===== src/sv/bsa_pkg.sv =====
package bsa_pkg;

   localparam int DEF_MAX_BLOCKS      = 16;
   localparam int DEF_SLOTS_PER_BLOCK = 256;

   localparam int BLK_FW  = 4;
   localparam int SLOT_FW = 8;
   localparam int REQ_W   = 16;
   localparam int RSP_W   = 16;

   typedef enum logic [1:0] {
      OP_ALLOC = 2'd0,
      OP_FREE  = 2'd1,
      OP_QUERY = 2'd2,
      OP_NONE  = 2'd3
   } op_type;

   typedef enum logic [1:0] {
      STAT_OK       = 2'd0,
      STAT_OOM      = 2'd1,
      STAT_BAD_FREE = 2'd2,
      STAT_RSVD     = 2'd3
   } status_type;

   // request word, lowest field last
   typedef struct packed {
      logic [1:0]         pad;
      logic [SLOT_FW-1:0] slot_index;
      logic [BLK_FW-1:0]  blk_idx;
      op_type             op;
   } req_word_type;

   // response word, lowest field last
   typedef struct packed {
      logic               pad;
      logic               is_marked;
      status_type         status;
      logic [SLOT_FW-1:0] out_slot;
      logic [BLK_FW-1:0]  out_block;
   } rsp_word_type;

   // controller to datapath
   typedef struct packed {
      logic clear_step;
      logic accept;
      logic link_read;
      logic finish;
   } ctl_cmd_type;

   // datapath to controller
   typedef struct packed {
      logic clear_last;
      logic need_link;
      logic out_free;
   } dp_stat_type;

endpackage


===== src/sv/bsa_ctrl.sv =====
module bsa_ctrl import bsa_pkg::*; (
   input  logic        clock,
   input  logic        reset,
   input  logic        req_tvalid,
   output logic        req_tready,
   input  dp_stat_type stat,
   output ctl_cmd_type cmd
);

   typedef enum logic [3:0] {
      S_CLEAR = 4'b0001,
      S_IDLE  = 4'b0010,
      S_EXEC  = 4'b0100,
      S_LINK  = 4'b1000
   } state_type;

   state_type state_ff, state_in;

   always_comb begin
      state_in   = state_ff;
      cmd        = '0;
      req_tready = 1'b0;
      unique case (state_ff)
         S_CLEAR: begin
            cmd.clear_step = 1'b1;
            if (stat.clear_last) begin
               state_in = S_IDLE;
            end
         end
         S_IDLE: begin
            req_tready = 1'b1;
            if (req_tvalid) begin
               cmd.accept = 1'b1;
               state_in   = S_EXEC;
            end
         end
         S_EXEC: begin
            // a pop needs the link word before the tables can be written
            if (stat.need_link) begin
               cmd.link_read = 1'b1;
               state_in      = S_LINK;
            end else if (stat.out_free) begin
               cmd.finish = 1'b1;
               state_in   = S_IDLE;
            end
         end
         S_LINK: begin
            if (stat.out_free) begin
               cmd.finish = 1'b1;
               state_in   = S_IDLE;
            end
         end
         default: begin
            state_in = S_CLEAR;
         end
      endcase
   end

   always_ff @(posedge clock) begin
      if (reset) begin
         state_ff <= S_CLEAR;
      end else begin
         state_ff <= state_in;
      end
   end

endmodule


===== config.mk =====
export PLATFORM = sky130hd
export DESIGN_NAME = bsa_ctrl
export DESIGN_NICKNAME = d
export VERILOG_FILES = /design/src/sv/bsa_pkg.sv /design/src/sv/bsa_ctrl.sv
export SDC_FILE = /design/constraint.sdc
export NUM_CORES = 1
export LEC_CHECK = 0
export BUFFER_PORTS_ARGS = -buffer_cell sky130_fd_sc_hd__buf_2
export CAP_MARGIN = 20
export CORE_AREA = 2 2 39 41
export CTS_BUF_LIST = sky130_fd_sc_hd__clkbuf_2
export DETAILED_ROUTE_END_ITERATION = 12
export DIE_AREA = 0 0 41 43
export SYNTH_ARGS = -nofsm -noshare
export SYNTH_HDL_FRONTEND = slang
export SYNTH_SLANG_ARGS = --single-unit

===== constraint.sdc =====
create_clock -name clock -period 3.91 [get_ports clock]
set_clock_uncertainty 0.1 [all_clocks]
set_input_delay 0 -clock clock [delete_from_list [all_inputs] [get_ports clock]]
set_output_delay 0 -clock clock [all_outputs]
set_load 0.005 [all_outputs]

# Word level (Yosys, flattened, before mapping)
# Cells that the tools add are included.
# W data, S select, Z words.
# totals
latch_bits	0
memories	0
rom_bits	0
ff_bits	4
ram_bits	0
output_inout_bits	5
elab_cells	22
# classes
bitwise_logic	0
addsub	0
shifts	0
reduce_logical	1
div_mod_pow	0
n_eq_ne	6
mux	14
mul	0
n_lt_le_gt_ge	0
# op_table
op	count
$mux W4	4
$pmux W4 S4	1
$mux W1	8
$eq A4 B1 Y1 const B	1
$eq A4 B2 Y1 const B	1
$eq A4 B3 Y1 const B	1
$eq A4 B4 Y1 const B	1
$ne A2 B2 Y1 const B	2
$pmux W1 S2	1
$reduce_and A2 Y1	1

# Longest topological paths before layout
# depth
depth_word	3
ltp_mapped	4
mapped_depth_nobuf	3

# Worst setup path before layout
# Ideal clock, no wire load.
# synth_timing
kind	register -> register
startpoint	reg state_ff[3]
endpoint	reg state_ff[0]
stages_incl_launch_ff	5
required_ns	3.690
setup_ns	0.120
arrival_time_ns	1.077
setup_slack_ns	2.613
path_cell_list	dfxtp_1 > buf_6 > nor4b_4 > a221oi_2 > or2_1
# synth_via
elab_chain_cells	3
word_cells_on_any_way	8
# synth_rtl
element	line_no	source
start: declaration	bsa_ctrl.sv:17	state_type state_ff, state_in;
start signal: assignment	bsa_ctrl.sv:63	state_ff <= state_in;
$eq A4 B1 Y1 or $eq A4 B2 Y1 (tied branches)	bsa_ctrl.sv:23	unique case (state_ff)
$ne A2 B2 Y1 (no line)	--	
$reduce_and A2 Y1 (no line)	--	
# Several ways; a longest one is shown, not always the timed one.
# A chain may end at the register's enable or synchronous reset.

==> metrics.md <==
| Metric | Value |
|---|---|
| Status | `finished, final reports clean` |
| DP HPWL | `512.8 µm` |
| Initial antenna violation count | `0` |
| Pleak | `0.1715 nW` |
| Sink Count | `4` |
| Die area | `1763 µm²` |
| Net count reported at finish | `51` |
| CTS tree | `yes` |
| Die Y | `43 µm` |
| GR Layer Usage met2 | `12.81%` |
| Endpoint class of the critical path | `primary output` |
| Fillcell total | `151` |
| Hold Vio Cnt, Final | `0` |
| Part of the power in registers | `43.5%` |
| M3 GR Usage | `1.571%` |
| Post-Syn Nets | `39` |
| Top-area cell type share of the netlist area | `24.90%` |
| Worst-Margin Slew | `0.4115 ns` |
| Post-CTS sizing | `0` |
| Max rail drop VDD | `0.00007109 V` |
| Post-synthesis register bit count | `4` |
| Io pins | `11` |
| Avg Cell Area, Syn | `9.744 µm²` |
| Largest net degree at the start of global routing | `10` |
| CORE AREA | `1384 µm²` |
| Worst Reg-to-Reg Cells | `3` |
| Gr busiest metal | `met2` |
| Upper clock frequency limit | `672.1 MHz` |
| Cells after Synth | `33` |
| Synth warnings | `0` |
| Largest register FFs | `4` |
| Hold Crit Class | `in2reg` |
| Vias | `280` |
| Setup TNS | `0 ns` |
| Wire length of the first global-routing pass | `1138 µm` |
| Largest regs | `state_ff (4)` |
| Combinational Power Share | `17.9%` |
| Kind of critical path | `reg2out` |
| Sequential share of the synthesized area | `24.90%` |
| Root buffer cell | `clkbuf_2` |
| Max Slew Vio Count | `0` |
| Psw | `35.29 µW` |
| Largest Register | `state_ff` |
| DIE WIDTH | `41 µm` |
| 1st-pass router iterations | `4` |
| Arr. time, crit path | `1.39 ns` |
| Cell Rows | `14` |
| Ant diodes | `0` |
| Layout cell share with drive strength beyond 1 | `39.53%` |
| Initial detailed-routing violation count | `5` |
| Clock power share | `38.6%` |
| Setup violations, final | `0` |
| Met1 usage | `12.22%` |
| Slew HR | `72.53%` |
| Sw Ratio | `32.08%` |
| Final min period | `1.488 ns` |
| Pwr Density | `293.0 nW/µm²` |
| Req. time, crit path | `3.81 ns` |
| Hold Path Depth | `3` |
| Routability cong. | `0.7159` |
| CP startpoint kind | `register` |
| Post-synth top area cell | `dfxtp_1` |
| DR DRC count | `0` |
| RSZ-0062 raised after global routing | `false` |
| Grt total ovfl | `0` |
| PortBufs | `10` |
| CP max FO | `9` |
| Fin crit share | `38.06%` |
| Worst-skew pair later-pin latency | `0.22 ns` |
| Synth top area cells | `dfxtp_1, nor4b_4, buf_6` |
| Htree depth | `1` |
| Post-Synthesis Cell Area | `321.6 µm²` |
| DR vias/cell | `4.746` |
| WL final | `686 µm` |
| WL per Instance | `11.63 µm` |
| Clock-pin slew on the worst setup and hold paths | `0.05 ns` |
| Area growth syn-to-layout | `16.73%` |
| ANT nets after route | `0` |
| Max Cap Viol | `0` |
| Total CTS buffers | `3` |
| Vias in the first global route | `282` |
| CTS max path bufs | `2` |
| Internal power | `74.71 µW` |
| Starting Density | `23.24%` |
| Yosys cell types | `20` |
| Global Route Usage Sum | `9.940%` |
| Worst hold slack | `0.05445 ns` |
## cell usage after synthesis
cell type  instances
a211oi_2           1
a21oi_1            1
a221oi_2           1
a2bb2oi_1          1
a31oi_1            1
and2_1             1
buf_4              1
buf_6              3
dfxtp_1            4
inv_1              4
nand2_1            1
nor2_1             2
nor2b_1            1
nor3b_1            1
nor4_1             3
nor4b_1            2
nor4b_4            2
o211ai_1           1
or2_1              1
xor2_1             1
## metal layers
metal | vias up | routed length (µm)
li1 | 139 | -
met1 | 126 | 316
met2 | 9 | 312
met3 | 6 | 24
met4 | 0 | 34
met5 | - | 0
## layout make-up
type | count | area [µm²] | area share [%]
Tap cell | 16 | 20.02 | 5.333
Multi-Input combinational cell | 21 | 185.2 | 49.33
Timing Repair Buffer | 11 | 60.06 | 16.00
Clock buffer | 3 | 15.01 | 4.000
Inverter | 4 | 15.01 | 4.000
Sequential cell | 4 | 80.08 | 21.33
## cell families after synthesis
kind of cell | count (synthesis) | share of synthesized area (%)
flops | 4 | 24.90
compound gates | 6 | 17.12
xor+xnor | 1 | 2.724
simple gates | 14 | 37.75
buf+inv | 8 | 17.51
## power groups by stage
stage / sequential [mW] / clock [mW] / combinational [mW]
CTS: 0.0477 / 0.0424 / 0.0198
global route: 0.0481 / 0.0457 / 0.0213
detailed placement: 0.0485 / 0 / 0.0189
floorplan: 0.0442 / 0 / 0.0193
finish: 0.0479 / 0.0424 / 0.0197
global placement: 0.0487 / 0 / 0.0185
## cell usage in the layout (no fill, tap or decap), drive strengths merged, types with 2 or more instances in the layout
cell type,synthesis,layout
nor4b,4,4
dfxtp,4,4
inv,4,4
nor4,3,3
buf,4,10
nor2,2,2
clkbuf,0,3
## worst paths after layout
kind,start,slack (ns),end
setup / recovery,state_ff[2],2.42,cmd[0]
hold reg to reg,state_ff[0],0.55,state_ff[3]
setup reg to reg,state_ff[3],2.48,state_ff[0]
hold / removal,stat[0],0.05,state_ff[1]
## critical path: stages, from the launching register on
cell	delay (ns)
dfxtp_1	0.57
nor2b_1	0.12
o211ai_1	0.28
inv_1	0.07
buf_2	0.13
## metrics by stage
step	power, mW	area, µm²	setup slack, ns	instances	util (%)
floorplan	0.06347	321.6	2.613	33	-
global placement	0.06717	350.3	2.507	55	25.32
detailed placement	0.06743	350.3	2.484	55	25.32
CTS	0.1099	375.4	2.420	59	27.12
global route	0.1151	375.4	2.268	59	27.12
finish	0.1100	375.4	2.422	59	27.12
## timing repair
item / in CTS / in global routing
endpoints found under the setup margin: 0 / 0
hold endpoints to repair: 4 / 0
hold buffers: 1 / 0
buffers inserted: 0 / 0
Note: power is estimated with default switching activity, not from simulation.
